`config.mk`:
```
export PLATFORM = sky130hd
export DESIGN_NAME = ac_charger_pilot_supervisor
export DESIGN_NICKNAME = d
export VERILOG_FILES = /design/src/design/acps_pkg.sv /design/src/design/acps_cfg_regs.sv /design/src/design/acps_core.sv /design/src/design/ac_charger_pilot_supervisor.sv
export VERILOG_INCLUDE_DIRS = /design/src /design/src/design
export SDC_FILE = /design/constraint.sdc
export NUM_CORES = 1
export LEC_CHECK = 0
export BUFFER_PORTS_ARGS = -buffer_cell sky130_fd_sc_hd__buf_2
export CORE_ASPECT_RATIO = 0.6
export CORE_MARGIN = 3
export CORE_UTILIZATION = 43
export DETAILED_ROUTE_END_ITERATION = 6
export HOLD_SLACK_MARGIN = 0.03
export SETUP_SLACK_MARGIN = 0.05
export SLEW_MARGIN = 20
export SYNTH_ARGS = -nofsm -noshare
export SYNTH_HDL_FRONTEND = slang
export SYNTH_HIERARCHICAL = 1
export SYNTH_SLANG_ARGS = --single-unit
```
`constraint.sdc`:
```
create_clock -name clk_i -period 10.6 [get_ports clk_i]
set_input_delay 1.06 -clock clk_i [delete_from_list [all_inputs] [get_ports clk_i]]
set_output_delay 1.06 -clock clk_i [all_outputs]
set_load 0.01 [all_outputs]
```
`src/design/assert_macros.svh`:
```
// Assertion helpers shared by the RTL. Simulation only; synthesis sees empty bodies.
`ifndef ASSERT_MACROS_SVH
`define ASSERT_MACROS_SVH

`ifndef SYNTHESIS
// Clocked property, switched off while reset is asserted.
`define ACPS_ASSERT(lbl, clk, rst_n, prop, msg) \
  lbl: assert property (@(posedge clk) disable iff (!rst_n) prop) else $error(msg);
// Clocked property that also holds during reset.
`define ACPS_ASSERT_ALWAYS(lbl, clk, prop, msg) \
  lbl: assert property (@(posedge clk) prop) else $error(msg);
`else
`define ACPS_ASSERT(lbl, clk, rst_n, prop, msg)
`define ACPS_ASSERT_ALWAYS(lbl, clk, prop, msg)
`endif

`endif

```
`src/design/acps_pkg.sv`:
```
`default_nettype none

package acps_pkg;

  typedef enum logic [1:0] {
    CMD_TICK      = 2'd0,
    CMD_START     = 2'd1,
    CMD_STOP      = 2'd2,
    CMD_CALIBRATE = 2'd3
  } acps_cmd_e;

  typedef enum logic [1:0] {
    PH_IDLE   = 2'd0,
    PH_WAIT   = 2'd1,
    PH_CHARGE = 2'd2
  } acps_phase_e;

  localparam logic [2:0] PILOT_12V = 3'd0;
  localparam logic [2:0] PILOT_9V  = 3'd1;
  localparam logic [2:0] PILOT_6V  = 3'd2;
  localparam logic [2:0] PILOT_0V  = 3'd3;

  localparam logic [3:0] CAUSE_NORMAL   = 4'd0;
  localparam logic [3:0] CAUSE_PILOT    = 4'd1;
  localparam logic [3:0] CAUSE_SCRAM    = 4'd2;
  localparam logic [3:0] CAUSE_OVERVOLT = 4'd3;
  localparam logic [3:0] CAUSE_UNDERVOLT = 4'd4;
  localparam logic [3:0] CAUSE_OVERCUR  = 4'd5;
  localparam logic [3:0] CAUSE_UNDERCUR = 4'd6;
  localparam logic [3:0] CAUSE_METER    = 4'd7;
  localparam logic [3:0] CAUSE_PAUSES   = 4'd8;
  localparam logic [3:0] CAUSE_SUSPEND  = 4'd9;

  // Register map, index = paddr[4:2]
  localparam int unsigned ADDR_W = 5;
  localparam logic [2:0] REG_DUTY      = 3'd0;
  localparam logic [2:0] REG_OC_TICKS  = 3'd1;
  localparam logic [2:0] REG_UC_TICKS  = 3'd2;
  localparam logic [2:0] REG_SUSP      = 3'd3;
  localparam logic [2:0] REG_START_TO  = 3'd4;
  localparam logic [2:0] REG_CAL       = 3'd5;

  localparam logic [6:0]  DUTY_OFF       = 7'd100;
  localparam logic [12:0] VOLT_HIGH_DV   = 13'd2420;
  localparam logic [12:0] VOLT_LOW_DV    = 13'd1980;
  localparam logic [16:0] UNDERCUR_MA    = 17'd2000;
  localparam logic [2:0]  PAUSE_LIMIT    = 3'd4;
  localparam logic [2:0]  PAUSE_MAX      = 3'd7;

  typedef struct packed {
    acps_cmd_e   command;
    logic [2:0]  pilot_level;
    logic        stop_button;
    logic [12:0] voltage_dv;
    logic [16:0] current_ma;
    logic        meter_fault;
  } acps_item_t;

  typedef struct packed {
    logic [1:0]  phase;
    logic        gun_present;
    logic        scram_active;
    logic        over_voltage;
    logic        under_voltage;
    logic [3:0]  stop_cause;
    logic [6:0]  pwm_duty;
    logic        contactor_on;
    logic        command_failed;
  } acps_result_t;

  typedef struct packed {
    logic [6:0]  duty;
    logic [15:0] oc_ticks;
    logic [15:0] uc_ticks;
    logic [15:0] susp_ticks;
    logic [15:0] start_ticks;
    logic [15:0] cal_ticks;
    logic [16:0] oc_limit;
  } acps_cfg_t;

  // Overcurrent limit in mA. The base is always a multiple of 100 mA, so it is
  // tracked in units of 100 mA: 6/duty-% from 10 % to 85 %, 25*(duty-64) up to 90 %
  // capped at 630. Above 20 A the margin is 10 %, which is then exact.
  function automatic logic [16:0] oc_limit(logic [6:0] duty);
    logic [9:0]  b100;
    logic [16:0] lim;
    b100 = '0;
    if (duty >= 7'd10 && duty <= 7'd85) begin
      b100 = 10'(duty) * 10'd6;
    end else if (duty >= 7'd86 && duty <= 7'd90) begin
      b100 = (10'(duty) - 10'd64) * 10'd25;
      if (b100 > 10'd630) begin
        b100 = 10'd630;
      end
    end
    if (b100 <= 10'd200) begin
      lim = 17'(b100) * 17'd100 + 17'd2000;
    end else begin
      lim = 17'(b100) * 17'd110;
    end
    return lim;
  endfunction

endpackage

`default_nettype wire

```
`src/design/acps_cfg_regs.sv`:
```
`default_nettype none

module acps_cfg_regs (
  input  wire logic                          clk_i,
  input  wire logic                          rst_ni,
  input  wire logic                          psel,
  input  wire logic                          penable,
  input  wire logic                          pwrite,
  input  wire logic [acps_pkg::ADDR_W-1:0]   paddr,
  input  wire logic [31:0]                   pwdata,
  output logic [31:0]                        prdata,
  output logic                               pready,
  output acps_pkg::acps_cfg_t                cfg_o
);

  logic [6:0]  duty_q;
  logic [15:0] oc_ticks_q, uc_ticks_q, susp_ticks_q, start_ticks_q, cal_ticks_q;
  logic        wr_en;
  logic [2:0]  reg_idx;

  assign pready  = 1'b1;
  assign reg_idx = paddr[4:2];
  assign wr_en   = psel && penable && pwrite;

  always_ff @(posedge clk_i or negedge rst_ni) begin
    if (!rst_ni) begin
      duty_q        <= 7'd53;
      oc_ticks_q    <= 16'd333;
      uc_ticks_q    <= 16'd8000;
      susp_ticks_q  <= 16'd4000;
      start_ticks_q <= 16'd2000;
      cal_ticks_q   <= 16'd133;
    end else if (wr_en) begin
      case (reg_idx)
        acps_pkg::REG_DUTY:     duty_q        <= pwdata[6:0];
        acps_pkg::REG_OC_TICKS: oc_ticks_q    <= pwdata[15:0];
        acps_pkg::REG_UC_TICKS: uc_ticks_q    <= pwdata[15:0];
        acps_pkg::REG_SUSP:     susp_ticks_q  <= pwdata[15:0];
        acps_pkg::REG_START_TO: start_ticks_q <= pwdata[15:0];
        acps_pkg::REG_CAL:      cal_ticks_q   <= pwdata[15:0];
        default: ;
      endcase
    end
  end

  always_comb begin
    case (reg_idx)
      acps_pkg::REG_DUTY:     prdata = {25'd0, duty_q};
      acps_pkg::REG_OC_TICKS: prdata = {16'd0, oc_ticks_q};
      acps_pkg::REG_UC_TICKS: prdata = {16'd0, uc_ticks_q};
      acps_pkg::REG_SUSP:     prdata = {16'd0, susp_ticks_q};
      acps_pkg::REG_START_TO: prdata = {16'd0, start_ticks_q};
      acps_pkg::REG_CAL:      prdata = {16'd0, cal_ticks_q};
      default:                prdata = '0;
    endcase
  end

  always_comb begin
    cfg_o.duty        = duty_q;
    cfg_o.oc_ticks    = oc_ticks_q;
    cfg_o.uc_ticks    = uc_ticks_q;
    cfg_o.susp_ticks  = susp_ticks_q;
    cfg_o.start_ticks = start_ticks_q;
    cfg_o.cal_ticks   = cal_ticks_q;
    cfg_o.oc_limit    = acps_pkg::oc_limit(duty_q);
  end

endmodule

`default_nettype wire

```
`src/design/acps_core.sv`:
```
`default_nettype none

module acps_core #(
  parameter int unsigned TIMER_WIDTH = 16
) (
  input  wire logic                   clk_i,
  input  wire logic                   rst_ni,
  input  wire logic                   adv_i,
  input  acps_pkg::acps_item_t        item_i,
  input  acps_pkg::acps_cfg_t         cfg_i,
  output acps_pkg::acps_result_t      res_o
);

  localparam int unsigned TW = TIMER_WIDTH;
  localparam int unsigned CW = (TIMER_WIDTH > 16) ? TIMER_WIDTH : 16;

  acps_pkg::acps_phase_e phase_q, phase_d;
  logic [3:0]    cause_q, cause_d;
  logic [2:0]    pcnt_q, pcnt_d;
  logic          paused_q, paused_d;
  logic          cal_act_q, cal_act_d;
  logic          lvs_q, lvs_d;
  logic [TW-1:0] oc_t_q, oc_t_d, uc_t_q, uc_t_d, su_t_q, su_t_d;
  logic [TW-1:0] st_t_q, st_t_d, ca_t_q, ca_t_d;
  logic [6:0]    duty_q, duty_d;
  logic          cont_q, cont_d;

  logic scram, over_v, under_v, failed, calib, was_chg;
  logic pilot_stop;

  function automatic logic ge_ticks(logic [TW-1:0] t, logic [15:0] k);
    return CW'(t) >= CW'(k);
  endfunction

  function automatic logic [TW-1:0] bump(logic [TW-1:0] t);
    return (t == {TW{1'b1}}) ? t : t + TW'(1);
  endfunction

  assign pilot_stop = (item_i.pilot_level == acps_pkg::PILOT_12V) ||
                      (item_i.pilot_level == acps_pkg::PILOT_0V);

  always_comb begin
    phase_d   = phase_q;
    cause_d   = cause_q;
    pcnt_d    = pcnt_q;
    paused_d  = paused_q;
    cal_act_d = cal_act_q;
    lvs_d     = lvs_q;
    oc_t_d    = oc_t_q;
    uc_t_d    = uc_t_q;
    su_t_d    = su_t_q;
    st_t_d    = st_t_q;
    ca_t_d    = ca_t_q;
    duty_d    = duty_q;
    cont_d    = cont_q;
    scram     = 1'b0;
    over_v    = 1'b0;
    under_v   = 1'b0;
    failed    = 1'b0;
    calib     = 1'b0;
    was_chg   = 1'b0;

    unique case (item_i.command)
      acps_pkg::CMD_START: begin
        if (phase_q != acps_pkg::PH_IDLE) begin
          failed = 1'b1;
        end else begin
          cause_d = acps_pkg::CAUSE_NORMAL;
          if (item_i.stop_button ||
              !(item_i.pilot_level == acps_pkg::PILOT_9V ||
                item_i.pilot_level == acps_pkg::PILOT_6V)) begin
            failed = 1'b1;
          end else begin
            duty_d = cfg_i.duty;
            if (item_i.pilot_level == acps_pkg::PILOT_6V) begin
              cont_d   = 1'b1;
              uc_t_d   = '0;
              paused_d = 1'b0;
              phase_d  = acps_pkg::PH_CHARGE;
            end else begin
              st_t_d  = '0;
              phase_d = acps_pkg::PH_WAIT;
            end
          end
        end
      end
      acps_pkg::CMD_STOP: begin
        duty_d   = acps_pkg::DUTY_OFF;
        cont_d   = 1'b0;
        phase_d  = acps_pkg::PH_IDLE;
        cause_d  = acps_pkg::CAUSE_NORMAL;
        paused_d = 1'b0;
        pcnt_d   = '0;
        uc_t_d   = '0;
      end
      acps_pkg::CMD_CALIBRATE: begin
        cal_act_d = 1'b1;
        ca_t_d    = '0;
      end
      acps_pkg::CMD_TICK: begin
        if (cal_act_q) begin
          if (ge_ticks(ca_t_q, cfg_i.cal_ticks)) begin
            cal_act_d = 1'b0;
          end else begin
            calib  = 1'b1;
            ca_t_d = bump(ca_t_q);
          end
        end
        if (phase_q == acps_pkg::PH_WAIT) begin
          // start handshake only
          if (item_i.pilot_level == acps_pkg::PILOT_6V) begin
            cont_d   = 1'b1;
            uc_t_d   = '0;
            paused_d = 1'b0;
            phase_d  = acps_pkg::PH_CHARGE;
          end else begin
            st_t_d = bump(st_t_q);
            if (ge_ticks(st_t_d, cfg_i.start_ticks) || pilot_stop) begin
              cause_d = acps_pkg::CAUSE_PILOT;
              duty_d  = acps_pkg::DUTY_OFF;
              phase_d = acps_pkg::PH_IDLE;
              failed  = 1'b1;
            end
          end
        end else begin
          was_chg = (phase_q == acps_pkg::PH_CHARGE);
          if (item_i.stop_button) begin
            scram   = 1'b1;
            cause_d = acps_pkg::CAUSE_SCRAM;
            phase_d = acps_pkg::PH_IDLE;
          end
          if (!calib) begin
            if (item_i.voltage_dv > acps_pkg::VOLT_HIGH_DV) begin
              over_v  = 1'b1;
              cause_d = acps_pkg::CAUSE_OVERVOLT;
              phase_d = acps_pkg::PH_IDLE;
            end
            if (item_i.voltage_dv < acps_pkg::VOLT_LOW_DV) begin
              if (lvs_q) begin
                under_v = 1'b1;
                cause_d = acps_pkg::CAUSE_UNDERVOLT;
                phase_d = acps_pkg::PH_IDLE;
              end
              lvs_d = 1'b1;
            end else begin
              lvs_d = 1'b0;
            end
          end else begin
            lvs_d = 1'b0;
          end
          if (item_i.current_ma > cfg_i.oc_limit) begin
            if (ge_ticks(oc_t_q, cfg_i.oc_ticks)) begin
              cause_d = acps_pkg::CAUSE_OVERCUR;
              if (!calib) begin
                phase_d = acps_pkg::PH_IDLE;
              end
            end
            oc_t_d = bump(oc_t_q);
          end else begin
            oc_t_d = '0;
          end
          if (phase_d == acps_pkg::PH_CHARGE) begin
            if (item_i.current_ma < acps_pkg::UNDERCUR_MA) begin
              if (ge_ticks(uc_t_q, cfg_i.uc_ticks)) begin
                uc_t_d  = '0;
                cause_d = acps_pkg::CAUSE_UNDERCUR;
                if (!calib) begin
                  phase_d = acps_pkg::PH_IDLE;
                end
              end else begin
                uc_t_d = bump(uc_t_q);
              end
            end else begin
              uc_t_d = '0;
            end
            if (item_i.meter_fault) begin
              cause_d = acps_pkg::CAUSE_METER;
              phase_d = acps_pkg::PH_IDLE;
            end
            if (pilot_stop) begin
              duty_d  = acps_pkg::DUTY_OFF;
              cont_d  = 1'b0;
              cause_d = acps_pkg::CAUSE_PILOT;
              phase_d = acps_pkg::PH_IDLE;
            end else if (item_i.pilot_level == acps_pkg::PILOT_6V) begin
              if (paused_q) begin
                paused_d = 1'b0;
                uc_t_d   = '0;
                cont_d   = 1'b1;
              end
            end else if (item_i.pilot_level == acps_pkg::PILOT_9V) begin
              uc_t_d = '0;
              if (!paused_q) begin
                cont_d   = 1'b0;
                paused_d = 1'b1;
                if (pcnt_q < acps_pkg::PAUSE_MAX) begin
                  pcnt_d = pcnt_q + 3'd1;
                end
                if (pcnt_d >= acps_pkg::PAUSE_LIMIT) begin
                  cause_d = acps_pkg::CAUSE_PAUSES;
                  phase_d = acps_pkg::PH_IDLE;
                end
                su_t_d = '0;
              end else begin
                su_t_d = bump(su_t_q);
                if (ge_ticks(su_t_d, cfg_i.susp_ticks)) begin
                  su_t_d  = '0;
                  cause_d = acps_pkg::CAUSE_SUSPEND;
                  phase_d = acps_pkg::PH_IDLE;
                end
              end
            end
          end
          if (was_chg && phase_d == acps_pkg::PH_IDLE) begin
            duty_d   = acps_pkg::DUTY_OFF;
            cont_d   = 1'b0;
            pcnt_d   = '0;
            paused_d = 1'b0;
          end
        end
      end
    endcase
  end

  always_ff @(posedge clk_i or negedge rst_ni) begin
    if (!rst_ni) begin
      phase_q   <= acps_pkg::PH_IDLE;
      cause_q   <= acps_pkg::CAUSE_NORMAL;
      pcnt_q    <= '0;
      paused_q  <= 1'b0;
      cal_act_q <= 1'b0;
      lvs_q     <= 1'b0;
      oc_t_q    <= '0;
      uc_t_q    <= '0;
      su_t_q    <= '0;
      st_t_q    <= '0;
      ca_t_q    <= '0;
      duty_q    <= acps_pkg::DUTY_OFF;
      cont_q    <= 1'b0;
    end else if (adv_i) begin
      phase_q   <= phase_d;
      cause_q   <= cause_d;
      pcnt_q    <= pcnt_d;
      paused_q  <= paused_d;
      cal_act_q <= cal_act_d;
      lvs_q     <= lvs_d;
      oc_t_q    <= oc_t_d;
      uc_t_q    <= uc_t_d;
      su_t_q    <= su_t_d;
      st_t_q    <= st_t_d;
      ca_t_q    <= ca_t_d;
      duty_q    <= duty_d;
      cont_q    <= cont_d;
    end
  end

  always_comb begin
    res_o.phase          = phase_d;
    res_o.gun_present    = (item_i.pilot_level == acps_pkg::PILOT_9V) ||
                           (item_i.pilot_level == acps_pkg::PILOT_6V);
    res_o.scram_active   = scram;
    res_o.over_voltage   = over_v;
    res_o.under_voltage  = under_v;
    res_o.stop_cause     = cause_d;
    res_o.pwm_duty       = duty_d;
    res_o.contactor_on   = cont_d;
    res_o.command_failed = failed;
  end

endmodule

`default_nettype wire

```
`src/design/ac_charger_pilot_supervisor.sv`:
```
// AC charging-point control pilot supervisor.
// Input channel (in_valid_i/in_ready_o): one command per transaction -- a
// supervision tick with pilot level, stop button, voltage, current and meter
// status, or a start, stop or calibrate request.
// Output channel (out_valid_o/out_ready_i): exactly one result transaction per
// command: charge phase, pilot duty, contactor, fault flags and stop cause.
// The accepting edge loads the input register; the command then moves into
// the result register as soon as that is empty or being drained.
// Throughput: one command per cycle while out_ready_i stays high.
// A pending result does not block input: the input register keeps taking
// transactions as long as the result register drains or is empty; when the
// receiver stalls, one command waits in the input register and in_ready_o
// drops only once both stages are full.
// Configuration: APB registers at byte address 4*index (duty, overcurrent,
// undercurrent, suspend, start timeout, calibration window); write only while
// idle. Reset returns the configuration, timers and charge state to their
// reset values: phase idle, duty 100 %, contactor open, both stages empty.
`default_nettype none

`include "assert_macros.svh"

module ac_charger_pilot_supervisor #(
  parameter int unsigned TIMER_WIDTH = 16
) (
  input  wire logic                         clk_i,
  input  wire logic                         rst_ni,
  input  wire logic                         psel,
  input  wire logic                         penable,
  input  wire logic                         pwrite,
  input  wire logic [acps_pkg::ADDR_W-1:0]  paddr,
  input  wire logic [31:0]                  pwdata,
  output logic [31:0]                       prdata,
  output logic                              pready,
  input  wire logic                         in_valid_i,
  output logic                              in_ready_o,
  input  wire logic [1:0]                   command_i,
  input  wire logic [2:0]                   pilot_level_i,
  input  wire logic                         stop_button_i,
  input  wire logic [12:0]                  voltage_dv_i,
  input  wire logic [16:0]                  current_ma_i,
  input  wire logic                         meter_fault_i,
  output logic                              out_valid_o,
  input  wire logic                         out_ready_i,
  output logic [1:0]                        phase_o,
  output logic                              gun_present_o,
  output logic                              scram_active_o,
  output logic                              over_voltage_o,
  output logic                              under_voltage_o,
  output logic [3:0]                        stop_cause_o,
  output logic [6:0]                        pwm_duty_o,
  output logic                              contactor_on_o,
  output logic                              command_failed_o
);

  acps_pkg::acps_cfg_t    cfg;
  acps_pkg::acps_item_t   item_q;
  acps_pkg::acps_result_t res_d, res_q;
  logic                   in_vld_q, out_vld_q, adv;

  assign adv        = in_vld_q && (!out_vld_q || out_ready_i);
  assign in_ready_o = !in_vld_q || adv;

  acps_cfg_regs u_cfg (
    .clk_i   (clk_i),
    .rst_ni  (rst_ni),
    .psel    (psel),
    .penable (penable),
    .pwrite  (pwrite),
    .paddr   (paddr),
    .pwdata  (pwdata),
    .prdata  (prdata),
    .pready  (pready),
    .cfg_o   (cfg)
  );

  acps_core #(
    .TIMER_WIDTH (TIMER_WIDTH)
  ) u_core (
    .clk_i  (clk_i),
    .rst_ni (rst_ni),
    .adv_i  (adv),
    .item_i (item_q),
    .cfg_i  (cfg),
    .res_o  (res_d)
  );

  always_ff @(posedge clk_i or negedge rst_ni) begin
    if (!rst_ni) begin
      in_vld_q  <= 1'b0;
      out_vld_q <= 1'b0;
    end else begin
      if (in_ready_o) begin
        in_vld_q <= in_valid_i;
      end
      if (adv) begin
        out_vld_q <= 1'b1;
      end else if (out_ready_i) begin
        out_vld_q <= 1'b0;
      end
    end
  end

  always_ff @(posedge clk_i) begin
    if (in_valid_i && in_ready_o) begin
      item_q.command     <= acps_pkg::acps_cmd_e'(command_i);
      item_q.pilot_level <= pilot_level_i;
      item_q.stop_button <= stop_button_i;
      item_q.voltage_dv  <= voltage_dv_i;
      item_q.current_ma  <= current_ma_i;
      item_q.meter_fault <= meter_fault_i;
    end
    if (adv) begin
      res_q <= res_d;
    end
  end

  assign out_valid_o      = out_vld_q;
  assign phase_o          = res_q.phase;
  assign gun_present_o    = res_q.gun_present;
  assign scram_active_o   = res_q.scram_active;
  assign over_voltage_o   = res_q.over_voltage;
  assign under_voltage_o  = res_q.under_voltage;
  assign stop_cause_o     = res_q.stop_cause;
  assign pwm_duty_o       = res_q.pwm_duty;
  assign contactor_on_o   = res_q.contactor_on;
  assign command_failed_o = res_q.command_failed;

  `ACPS_ASSERT(a_contactor_needs_charge, clk_i, rst_ni, out_valid_o && contactor_on_o |-> phase_o == acps_pkg::PH_CHARGE, "contactor closed outside charging")
  `ACPS_ASSERT(a_idle_duty_off, clk_i, rst_ni, out_valid_o && phase_o == acps_pkg::PH_IDLE |-> pwm_duty_o == acps_pkg::DUTY_OFF, "idle with pilot PWM running")
  `ACPS_ASSERT(a_input_moves_on, clk_i, rst_ni, in_vld_q && !out_vld_q |=> out_vld_q, "input stage did not advance into empty result stage")
  `ACPS_ASSERT(a_accept_loads_stage, clk_i, rst_ni, in_valid_i && in_ready_o |=> in_vld_q, "accepted transaction not held in input stage")
  `ACPS_ASSERT_ALWAYS(a_reset_empty, clk_i, !rst_ni |-> !out_valid_o && in_ready_o, "pipeline not empty in reset")

endmodule

`default_nettype wire
```
=== After elaboration in Yosys (flattened, before gate mapping) ===
Cells that the tools add are included.

* $add $sub $neg: 8
* $mul: 4
* Order comparisons: 17
* Eq/ne operators: 38
* Muxes and demuxes: 152
* Bitwise gates (word level): 5
* Reductions and logical operators: 44

{| class="wikitable"
|+ Operators with widths
! cell !! count
|-
| 16-bit 2-to-1 mux || 26
|-
| 16-bit one-hot mux with 6 select lines || 1
|-
| 4-bit 2-to-1 mux || 23
|-
| 16-bit by 1-bit adder with 16-bit output (second input constant) || 5
|-
| 16-bit equality test (second input constant) || 5
|-
| 16-bit >= comparator || 5
|-
| 16-bit one-hot mux with 2 select lines || 2
|-
| 2-bit 2-to-1 mux || 29
|-
| 7-bit 2-to-1 mux || 8
|-
| 16-bit one-hot mux with 3 select lines || 1
|-
| 3-bit 2-to-1 mux || 15
|-
| 1-bit 2-to-1 mux || 35
|-
| 10-bit 2-to-1 mux || 3
|-
| 7-bit one-hot mux with 3 select lines || 1
|-
| 7-bit AND reduction || 3
|-
| 17-bit by 11-bit adder with 17-bit output (second input constant) || 1
|-
| 17-bit > comparator || 1
|-
| 17-bit by 11-bit < comparator with 1-bit output (second input constant) || 1
|-
| 17-bit 2-to-1 mux || 1
|-
| 10-bit by 6-bit multiplier with 16-bit output (second input constant) || 1
|-
| 2-bit inequality test (second input constant) || 8
|-
| 10-bit by 5-bit multiplier with 15-bit output (second input constant) || 1
|-
| 7-bit less-or-equal comparator (second input constant) || 2
|-
| 2-bit AND reduction || 7
|-
| other kinds (43) || 83
|}

* Register bits: 245
* Input port bits: 81
* Output and inout port bits: 54
* Logic and storage cells: 304

=== Longest topological paths before layout ===
Gate-level depths: netlist of the first run.

* Depth in word-level cells: 31
* Depth in mapped cells: 40
* Depth with buffers taken out: 38

=== By module ===
The synthesis of the first run kept the hierarchy.

{| class="wikitable"
|+ Modules (own cells, without submodules)
! module !! times used !! cells an instance !! area each (µm²)
|-
| acps_core || 1 || 1155 || 9158.8
|-
| acps_cfg_regs || 1 || 744 || 8013.9
|-
| ac_charger_pilot_supervisor || 1 || 64 || 1785.5
|}

=== Least setup slack after synthesis of the first run ===
Ideal clock, no wire load.

* Path type: register to register
* Start: register u_cfg.duty_q[2]
* End: register res_q, in the netlist stop_cause_o[2] (data pin)
* Library setup time: 0.262 ns
* Arrival time: 8.846 ns
* Required time: 10.338 ns
* Path slack: 1.492 ns
* Stages on the path, launching flop included: 35
* Cell sequence: dfstp_2 -> inv_1 -> ha_1 -> fa_1 -> ha_1 -> ha_1 -> fa_1 -> a21o_1 -> a21oi_2 -> xnor2_2 -> a21oi_1 -> o31ai_2 -> ha_1 -> ha_1 -> fa_1 -> ha_1 -> clkbuf_1 -> or4bb_1 -> o211ai_1 -> a211oi_1 -> o21a_1 -> o22a_1 -> o31ai_1 -> o211ai_1 -> a221oi_2 -> inv_1 -> ha_1 -> and4_1 -> a221oi_1 -> o221ai_1 -> a31oi_1 -> buf_2 -> and2_1 -> o32ai_1 -> or2_2

{| class="wikitable"
|+ RTL lines
! item !! RTL line !! source
|-
| start: declaration || acps_cfg_regs.sv:16 || <nowiki>logic [6:0] duty_q;</nowiki>
|-
| start signal: assignment || acps_cfg_regs.sv:35 || <nowiki>acps_pkg::REG_DUTY: duty_q <= pwdata[6:0];</nowiki>
|-
| end signal: assignment || ac_charger_pilot_supervisor.sv:113 || <nowiki>res_q <= res_d;</nowiki>
|-
| end: declaration || ac_charger_pilot_supervisor.sv:57 || <nowiki>acps_pkg::acps_result_t res_d, res_q;</nowiki>
|}

==> impl_metrics.ini, run 1 <==
[run_status]
outcome = complete, no violations

[pwr]
leakage_nw = 9.64
power.switching_mw = 2.43
p_clk_frac = 0.191
switching_share = 0.446
power.total_mw = 5.45
comb_power_share = 0.587
vdd_ir_drop_max_uv = 205
p_seq_frac = 0.222
cellPowerDensity_mw_per_mm2 = 257
p_int_mw = 3.02

[timing]
setup_ws_ps = 436
fin_setup_tns_ps = 0
timing.hold.ws_ps = 453
setup_viol = 0
final_max_slew_viol_count = 0
rsz0062_at_grt = false
max_freq_mhz = 98.4
skew_ps = 27.6
tightest_slew_ps = 1070
period_minus_slack_ps = 10160
relSlewSlack = 0.284
hold_violations = 0
min_period_over_period = 0.959

[clocking]
clock-sinks = 245
clockBufferDepth = 3
path_clk_slew_ps = 70
cts_tree = built
clkLatencyLatePin_ps = 570
htree_levels = 1
numCtsBuffers = 27
postCtsSetupRepairBufs = 0
hold_buffers = 0
clock-root-buffer = clkbuf_16

[floorplan]
dieArea_mm2 = 0.0467
rows = 58
ios = 135
fp.dieH_um = 169
die_x_um = 277
core_area_mm2 = 0.0427
start_util = 0.444

[drt]
vias = 15600
ant_nets = 0
drt_wl_total_mm = 56.4
drc_errors = 0
viasPerCell = 5.90
wl_per_cell_um = 21.3
drt_iter0_drc = 1823
first_pass_iters = 5

[critical_path]
path_max_fanout = 9
cpPeakStageDelay_ps = 690
critPathLaunchType = flip-flop
end_kind = flip-flop
critPathRequiredTime_ps = 10890
worstPathArrival_ps = 10460
crit_top_cell = ha_1
crit_family = adder cells
worst-setup-path-type = flip-flop to flip-flop
cp_slowest_cell = dfstp_2
critPathBufInv = 4
rrSetupSlack_ps = 440

[global_route]
grt_pass1_vias = 14600
grt_first_pass_wirelength_mm = 87.2
grt_max_degree = 69
grt_antenna_before_repair = 2
grtUsageTotal = 0.237
overflow = 0

[layout]
multi_input_area_mm2 = 0.0115
area_growth_pct = 11.6
drive_above_1_share = 0.186
fin_nets = 2374
fill_cells = 3946
ff_latch_area_mm2 = 0.00645

[synthesis]
syn_avg_cell_area_um2 = 9.66
yosysWarnings = 6
netlist_area_mm2 = 0.0190
ys_seq_area_frac = 0.340
synth_cell_types = 110
async_flop_share = 0.771
synth_area_leaders = dfrtp_1 (21%), ha_1 (13%), edfxtp_1 (8.9%)
synth_top_area_cell = dfrtp_1
synth-edff-count = 56
synthFlopType = dfrtp_1
syn_inst = 1963
ys_ff_latch = 245
yosysTopAreaCellShare = 0.206

[hold_path]
worstHoldPathType = primary input to asynchronous set/reset pin

[placement]
gp_congestion = 0.906
portBuffers = 99
hpwlAfterDp_mm = 44.0
dp_worst_setup_slack_ps = 62.2

[job]
cap_violations = 0
## final timing paths
kind / endpoint / from / cells past startpoint
hold reg to reg: u_core/lvs_q$_DFFE_PN0P_ / u_core/lvs_q$_DFFE_PN0P_ / 2
setup / recovery: stop_cause_o[0]$_DFFE_PP_ / u_cfg/duty_q[2]$_DFFE_PN1P_ / 35
max in group asynchronous: u_core/uc_t_q[8]$_DFFE_PN0P_ / rst_ni / 2
hold / removal: u_core/duty_q[4]$_DFFE_PN0P_ / rst_ni / 1
setup reg to reg: stop_cause_o[0]$_DFFE_PP_ / u_cfg/duty_q[2]$_DFFE_PN1P_ / 35
min in group clk_i: u_core/lvs_q$_DFFE_PN0P_ / u_core/lvs_q$_DFFE_PN0P_ / 2
## final cells by class
class                   count  area share
multi-input cells        1455       0.544
clock buffers              40      0.0416
well taps                 570      0.0337
inverters                 202      0.0358
repair buffers            129      0.0345
clock inverters            10     0.00514
flip-flops and latches    245       0.305
diodes                      1    0.000118
## Yosys cell counts (all sizes together) (6+ instances only)
library cell,n
a2111oi,10
a211o,6
a211oi,13
a21o,25
a21oi,90
a22o,17
a22oi,19
a31oi,14
a41oi,6
and2,16
and3,31
and4,13
buf,36
clkbuf,41
dfrtp,156
dfstp,33
edfxtp,56
fa,34
ha,199
inv,201
mux2,103
mux2i,22
mux4,7
nand2,137
nand2b,35
nand3,67
nand3b,6
nand4,31
nand4b,6
nor2,97
nor2b,8
nor3,36
nor3b,9
nor4,6
o211ai,21
o21a,14
o21ai,115
o22ai,38
o31ai,22
or2,11
or3,13
xnor2,42
xor2,31
## logic make-up after synthesis
logic type | synth area share
AO/OA/AOI/OAI | 0.166
XOR/XNOR | 0.0341
adder cells (fa/ha/maj) | 0.167
buffers and inverters | 0.0615
flip-flops | 0.340
multiplexers | 0.0815
other | 0.000396
AND/OR/NAND/NOR | 0.149
## metal layers
| metal | vias to the layer above | GRT usage | routed length (µm) | share of wire |
|---|---|---|---|---|
| met5 | - | 0.0123 | 77 | 0.0014 |
| met1 | 7637 | 0.380 | 28400 | 0.50 |
| met4 | 2 | 0.0454 | 1040 | 0.018 |
| li1 | 7294 | - | - | - |
| met2 | 627 | 0.309 | 21700 | 0.38 |
| met3 | 74 | 0.0637 | 5210 | 0.092 |
## sequential cells by signal, indices dropped and copies added (netlist names), 16 cells and up
name,cells
u_cfg/cal_ticks_q,16
u_cfg/oc_ticks_q,16
u_core/uc_t_q,16
u_core/ca_t_q,16
u_cfg/susp_ticks_q,16
u_core/oc_t_q,16
u_cfg/start_ticks_q,16
u_cfg/uc_ticks_q,16
item_q,37
u_core/su_t_q,16
u_core/st_t_q,16
## cells in the final DEF, fill, tap and decap left out, drive strengths merged, types with 14 or more instances in the layout
master	netlist	routed
o21a	14	14
fa	34	34
o31ai	22	22
a31oi	14	14
ha	199	199
mux2	103	103
a22o	17	17
and2	16	16
a21o	25	25
o211ai	21	21
dfrtp	156	156
and3	31	31
o21ai	115	115
xor2	31	31
dfstp	33	33
buf	36	128
nand3	67	67
inv	201	204
clkbuf	41	41
xnor2	42	42
nor2	97	97
nor3	36	36
edfxtp	56	56
a21oi	90	90
conb	2	18
nand2	137	137
a22oi	19	19
nand2b	35	35
o22ai	38	38
mux2i	22	22
nand4	31	31
## stage by stage
step	utilization	std cells	cell area, µm²
after global routing	0.496	2651	21200
after detailed placement	0.470	2601	20100
after global placement	0.470	2600	20100
after CTS	0.494	2651	21100
final	0.496	2652	21200
after floorplan	-	1979	19000
## power groups by stage
stage / combinational, mW / sequential [mW] / clock, mW
2_1_floorplan: 2.26 / 1.18 / 0
3_3_place_gp: 2.95 / 1.22 / 0
3_5_place_dp: 3.05 / 1.23 / 0
4_1_cts: 3.07 / 1.21 / 1.06
5_1_grt: 3.54 / 1.23 / 1.10
6_report: 3.20 / 1.21 / 1.04
## repair_timing
item	in CTS	in global routing
pin swaps	0	2
resized for setup	1	17
setup endpoints to repair	12	78
Note: power is estimated with default switching activity, not from simulation.
==> inputs of run 2 (changes only) <==
--- a/config.mk
+++ b/config.mk
@@ -11,6 +11,7 @@
 export CORE_MARGIN = 3
 export CORE_UTILIZATION = 43
 export DETAILED_ROUTE_END_ITERATION = 6
+export GPL_TIMING_DRIVEN = 0
 export HOLD_SLACK_MARGIN = 0.03
 export SETUP_SLACK_MARGIN = 0.05
 export SLEW_MARGIN = 20
==> run 2 against run 1 <==
Cell count up 2.3%. Combinational power about the same. Critical path type unchanged. Die area unchanged. Flip-flop and latch count unchanged. Largest cell class unchanged. Sequential share of layout area down 0.50 points. Register-to-register slack worse by 20 ps. First-iteration DRC count down 15%.
==> impl_metrics.ini, run 2 (synthesis gave the netlist of run 1 again) <==
[run_status]
outcome = complete, no violations

[timing]
skew_ps = 32.1
rsz0062_at_grt = true
min_period_over_period = 0.961
fin_setup_tns_ps = 0
setup_viol = 0
hold_violations = 0
max_freq_mhz = 98.2
period_minus_slack_ps = 10190
relSlewSlack = 0.308
final_max_slew_viol_count = 0
tightest_slew_ps = 1030

[floorplan]
die_x_um = 277
ios = 135
fp.dieH_um = 169
rows = 58
start_util = 0.444
dieArea_mm2 = 0.0467
core_area_mm2 = 0.0427

[placement]
post_dp_cell_area_mm2 = 0.0203
portBuffers = 98
hpwlAfterDp_mm = 44.9
gp_congestion = 0.911

[drt]
drc_errors = 0
wl_per_cell_um = 21.2
first_pass_iters = 5
vias = 15800
drt_wl_total_mm = 57.5
ant_nets = 0
viasPerCell = 5.81
drt_iter0_drc = 1542

[global_route]
grt_pass1_vias = 14800
global_route.usage.met1 = 0.389
grt_max_degree = 76
grtUsageTotal = 0.239
gr-usage-met2 = 0.313
grt_first_pass_wirelength_mm = 87.8
overflow = 0
grt_use_met3 = 0.0589
grt_antenna_before_repair = 1
busiest_layer = met1

[layout]
fill_cells = 3962
mostFrequentLayoutCells = inv_1 (200), ha_1 (196), dfrtp_1 (154)
final_core_util = 0.505
drive_above_1_share = 0.196
diodes = 0
largest_reg_flops = 37
layout_commonest_cell = inv_1
final_area_mm2 = 0.0216
fin_nets = 2437
area_growth_pct = 13.7
top_register = item_q

[pwr]
cellPowerDensity_mw_per_mm2 = 250
leakage_nw = 9.80
vdd_ir_drop_max_uv = 185
power.total_mw = 5.40

[critical_path]
cpPeakStageDelay_ps = 680
end_kind = flip-flop
rrSetupSlack_ps = 410
critPathLaunchType = flip-flop
setup.worst_path.start = u_cfg/duty_q[2]$_DFFE_PN1P_
worstSetupEndpoint = stop_cause_o[0]$_DFFE_PP_
reg2regPathDepth = 37
path_max_fanout = 7
critPathRequiredTime_ps = 10880
r2r_end = stop_cause_o[0]$_DFFE_PP_
worst-setup-path-type = flip-flop to flip-flop
cp_slowest_cell = dfstp_4
r2r-start = u_cfg/duty_q[2]$_DFFE_PN1P_
worstPathArrival_ps = 10470

[clocking]
hold_buffers = 0
numCtsBuffers = 26
cts_tree = built
clock-sinks = 245
htree_levels = 1
path_clk_slew_ps = 70
clockBufferDepth = 3
clock-root-buffer = clkbuf_16
clkLatencyLatePin_ps = 570

[job]
cap_violations = 0

[hold_path]
worstHoldPathType = primary input to asynchronous set/reset pin
==> run 2: cell count changes in the layout (fill, tap and decap cells not counted), moves of 3 or more <==
| cell | change |
|---|---|
| dfstp_4 | +3 |
| clkbuf_1 | +34 |
| buf_4 | +14 |
| buf_6 | +3 |
| dfstp_2 | -3 |
| buf_1 | +4 |
| buf_2 | +3 |
| clkbuf_8 | -6 |
| clkinv_4 | +3 |
==> run 2: layer usage <==
metal	wire, µm	vias to the layer above
li1	-	7426
met1	29300	7632
met2	21800	648
met3	5440	57
met4	908	2
met5	12	-
==> run 2: layout make-up <==
type | instances | area (µm²) | share of cell area
well taps | 570 | 713 | 0.0331
clock buffers | 31 | 753 | 0.0349
clock inverters | 17 | 191 | 0.00888
plain buffers | 74 | 402 | 0.0186
inverters | 202 | 758 | 0.0352
repair buffers | 119 | 698 | 0.0324
multi-input cells | 1455 | 11600 | 0.537
flip-flops and latches | 245 | 6470 | 0.300
==> run 2: how the worst min path moves through the flow <==
stage,slack (ps),cells past startpoint,endpoint,from
finish,410,1,u_core/phase_q[1]$_DFFE_PN0P_,rst_ni
global route,440,1,u_core/duty_q[4]$_DFFE_PN0P_,rst_ni
CTS,430,1,u_core/duty_q[4]$_DFFE_PN0P_,rst_ni
detailed placement,480,2,u_core/lvs_q$_DFFE_PN0P_,u_core/lvs_q$_DFFE_PN0P_
global placement,470,2,u_core/lvs_q$_DFFE_PN0P_,u_core/lvs_q$_DFFE_PN0P_
floorplan,450,2,u_core/lvs_q$_DFFE_PN0P_,u_core/lvs_q$_DFFE_PN0P_
==> run 2: timing repair <==
action	in CTS	in global routing
resized for setup	16	27
setup buffers	0	18
pin swaps	0	4
endpoints found under the setup margin	78	78
==> run 2: worst max-delay path: cells and delay by family (launching register included) <==
| family | cells | cell delay, ps |
|---|---|---|
| AO/OA/AOI/OAI | 16 | 3770 |
| XOR/XNOR | 1 | 160 |
| adder cells (fa/ha/maj) | 10 | 3630 |
| buffers and inverters | 7 | 790 |
| flip-flops | 1 | 680 |
| AND/OR/NAND/NOR | 3 | 840 |
==> run 2: through the flow <==
stage,setup WS [ps],hold WS [ps],cells
finish,412,410,2713
detailed placement,-862,475,2650
global route,-35.3,438,2713
global placement,-615,468,2647
CTS,114,429,2697
floorplan,1490,449,1979
==> run 2: report_power, final <==
| group | leakage (nW) | internal (mW) | total (mW) | switching, mW |
|---|---|---|---|---|
| Clock | 0.469 | 0.586 | 1.01 | 0.427 |
| Combinational | 6.37 | 1.30 | 3.17 | 1.87 |
| Sequential | 2.96 | 1.10 | 1.22 | 0.122 |
==> inputs of run 3 (changes only) <==
--- a/config.mk
+++ b/config.mk
@@ -10,6 +10,7 @@
 export CORE_ASPECT_RATIO = 0.6
 export CORE_MARGIN = 3
 export CORE_UTILIZATION = 43
+export CTS_BUF_LIST = sky130_fd_sc_hd__clkbuf_4
 export DETAILED_ROUTE_END_ITERATION = 6
 export GPL_TIMING_DRIVEN = 0
 export HOLD_SLACK_MARGIN = 0.03
==> run 3 against run 2 <==
Clock skew rose by 31 ps. Cell count rose by 2.5%. Via count increased by 1.8%. Cell area down 0.44%. Sequential power hardly changed. Worst hold slack worse by 140 ps. Maximum frequency shrank 0.14%. Largest cell class unchanged.
==> impl_metrics.ini, run 3 (synthesis gave the netlist of run 1 again) <==
[floorplan]
rows = 58
fp.dieH_um = 169
die_x_um = 277
dieArea_mm2 = 0.0467
core_area_mm2 = 0.0427
start_util = 0.444
ios = 135

[drt]
vias = 16100
viasPerCell = 5.77
drc_errors = 0
ant_nets = 0
drt_iter0_drc = 1613
drt_wl_total_mm = 58.2
first_pass_iters = 5
wl_per_cell_um = 20.9

[placement]
post-place-cells = 2650
gp_congestion = 0.911
portBuffers = 98
hpwlAfterDp_mm = 44.9
dp_worst_setup_slack_ps = -862

[pwr]
power.total_mw = 5.28
vdd_ir_drop_max_uv = 178
leakage_nw = 9.84
cellPowerDensity_mw_per_mm2 = 246

[timing]
setup_viol = 0
skew_ps = 62.8
final_max_slew_viol_count = 0
fin_setup_tns_ps = 0
rsz0062_at_grt = false
min_period_over_period = 0.962
setup_ws_ps = 398
tightest_slew_ps = 1170
max_freq_mhz = 98.0
hold_violations = 0
timing.hold.ws_ps = 273
relSlewSlack = 0.214
period_minus_slack_ps = 10200

[clocking]
clock-sinks = 245
path_clk_slew_ps = 90
clkLatencyLatePin_ps = 760
clock-root-buffer = clkbuf_4
cts_tree = built
clockBufferDepth = 3
numCtsBuffers = 67
htree_levels = 3
hold_buffers = 0

[layout]
fin_nets = 2475
area_growth_pct = 13.2
fill_cells = 4025
instances_no_fill = 2782
top_register = item_q
drive_above_1_share = 0.215
mostFrequentLayoutCells = inv_1 (200), ha_1 (196), dfrtp_1 (154)
largest_reg_flops = 37
layout_commonest_cell = inv_1

[critical_path]
worst-setup-path-type = flip-flop to flip-flop
path_max_fanout = 10
critPathLaunchType = flip-flop
worstPathArrival_ps = 10720
cpPeakStageDelay_ps = 690
end_kind = flip-flop
cp_slowest_cell = dfstp_4
critPathRequiredTime_ps = 11110

[job]
cap_violations = 0

[global_route]
grt_pass1_vias = 15000
grt_first_pass_wirelength_mm = 88.4
grt_antenna_before_repair = 1
overflow = 0
grtUsageTotal = 0.242
grt_max_degree = 76

[hold_path]
worstHoldPathType = primary input to asynchronous set/reset pin

[run_status]
outcome = complete, no violations
==> run 3: changes by cell type in the layout (fill, tap and decap cells not counted), moves of 3 or more <==
cell       previous run  this run
buf_4                44        41
clkbuf_16            29         0
clkbuf_4              0       100
clkinv_1              2        14
clkinv_2              4         1
inv_2                 1         4
inv_4                 3         0
==> run 3: metal layers <==
layer / wire (µm) / up-vias / track usage
met2: 21900 / 651 / 0.309
met5: 0 / - / 0
met4: 995 / 0 / 0.0591
met1: 29500 / 7785 / 0.388
li1: - / 7532 / -
met3: 5670 / 82 / 0.0733
==> run 3: timing repair <==
action / CTS / global route
setup endpoints to repair: 78 / 78
endpoints found under the hold margin: 0 / 0
pin swaps: 0 / 4
buffers inserted: 0 / 15
gates resized for setup: 16 / 29
==> run 3: report_power, final <==
part	leakage [nW]	internal (mW)	switching, mW
registers	2.96	1.10	0.123
clock network	0.515	0.456	0.435
logic	6.36	1.29	1.88
total	9.84	2.85	2.43
==> run 3: critical path, delay by kind of cell (launching register included) <==
kind            cells  cell delay, ps
xor+xnor            1             160
simple gates        6            1340
fa+ha+maj          10            3620
buf+inv             7             830
compound gates     14            3270
flops               1             690
==> run 3: worst paths after layout <==
check / startpoint / to / slack [ps] / cells after the start
setup / recovery: u_cfg/duty_q[2]$_DFFE_PN1P_ / stop_cause_o[2]$_DFFE_PP_ / 400 / 38
hold / removal: rst_ni / u_core/duty_q[1]$_DFFE_PN0P_ / 270 / 1
setup reg to reg: u_cfg/duty_q[2]$_DFFE_PN1P_ / stop_cause_o[2]$_DFFE_PP_ / 400 / 38
hold reg to reg: u_core/st_t_q[8]$_DFFE_PN0P_ / u_core/st_t_q[8]$_DFFE_PN0P_ / 490 / 1
max in group asynchronous: rst_ni / u_cfg/start_ticks_q[9]$_DFFE_PN1P_ / 9580 / 2
min in group clk_i: current_ma_i[14] / item_q[15]$_DFFE_PP_ / 490 / 1
==> run 3: layout make-up <==
cell class,count,area [µm²],share of cell area
inverters,202,758,0.0353
clock buffers,100,751,0.0350
clock inverters,19,104,0.00484
repair buffers,116,676,0.0315
flip-flops and latches,245,6470,0.301
plain buffers,74,402,0.0187
well taps,570,713,0.0332
multi-input cells,1455,11600,0.540
diodes,1,2.50,0.000117
==> run 3: per-stage QoR <==
step | instance area, µm² | utilization
after global routing | 21500 | 0.503
after global placement | 20200 | 0.474
after CTS | 21200 | 0.498
final | 21500 | 0.503
after detailed placement | 20300 | 0.476
after floorplan | 19000 | -
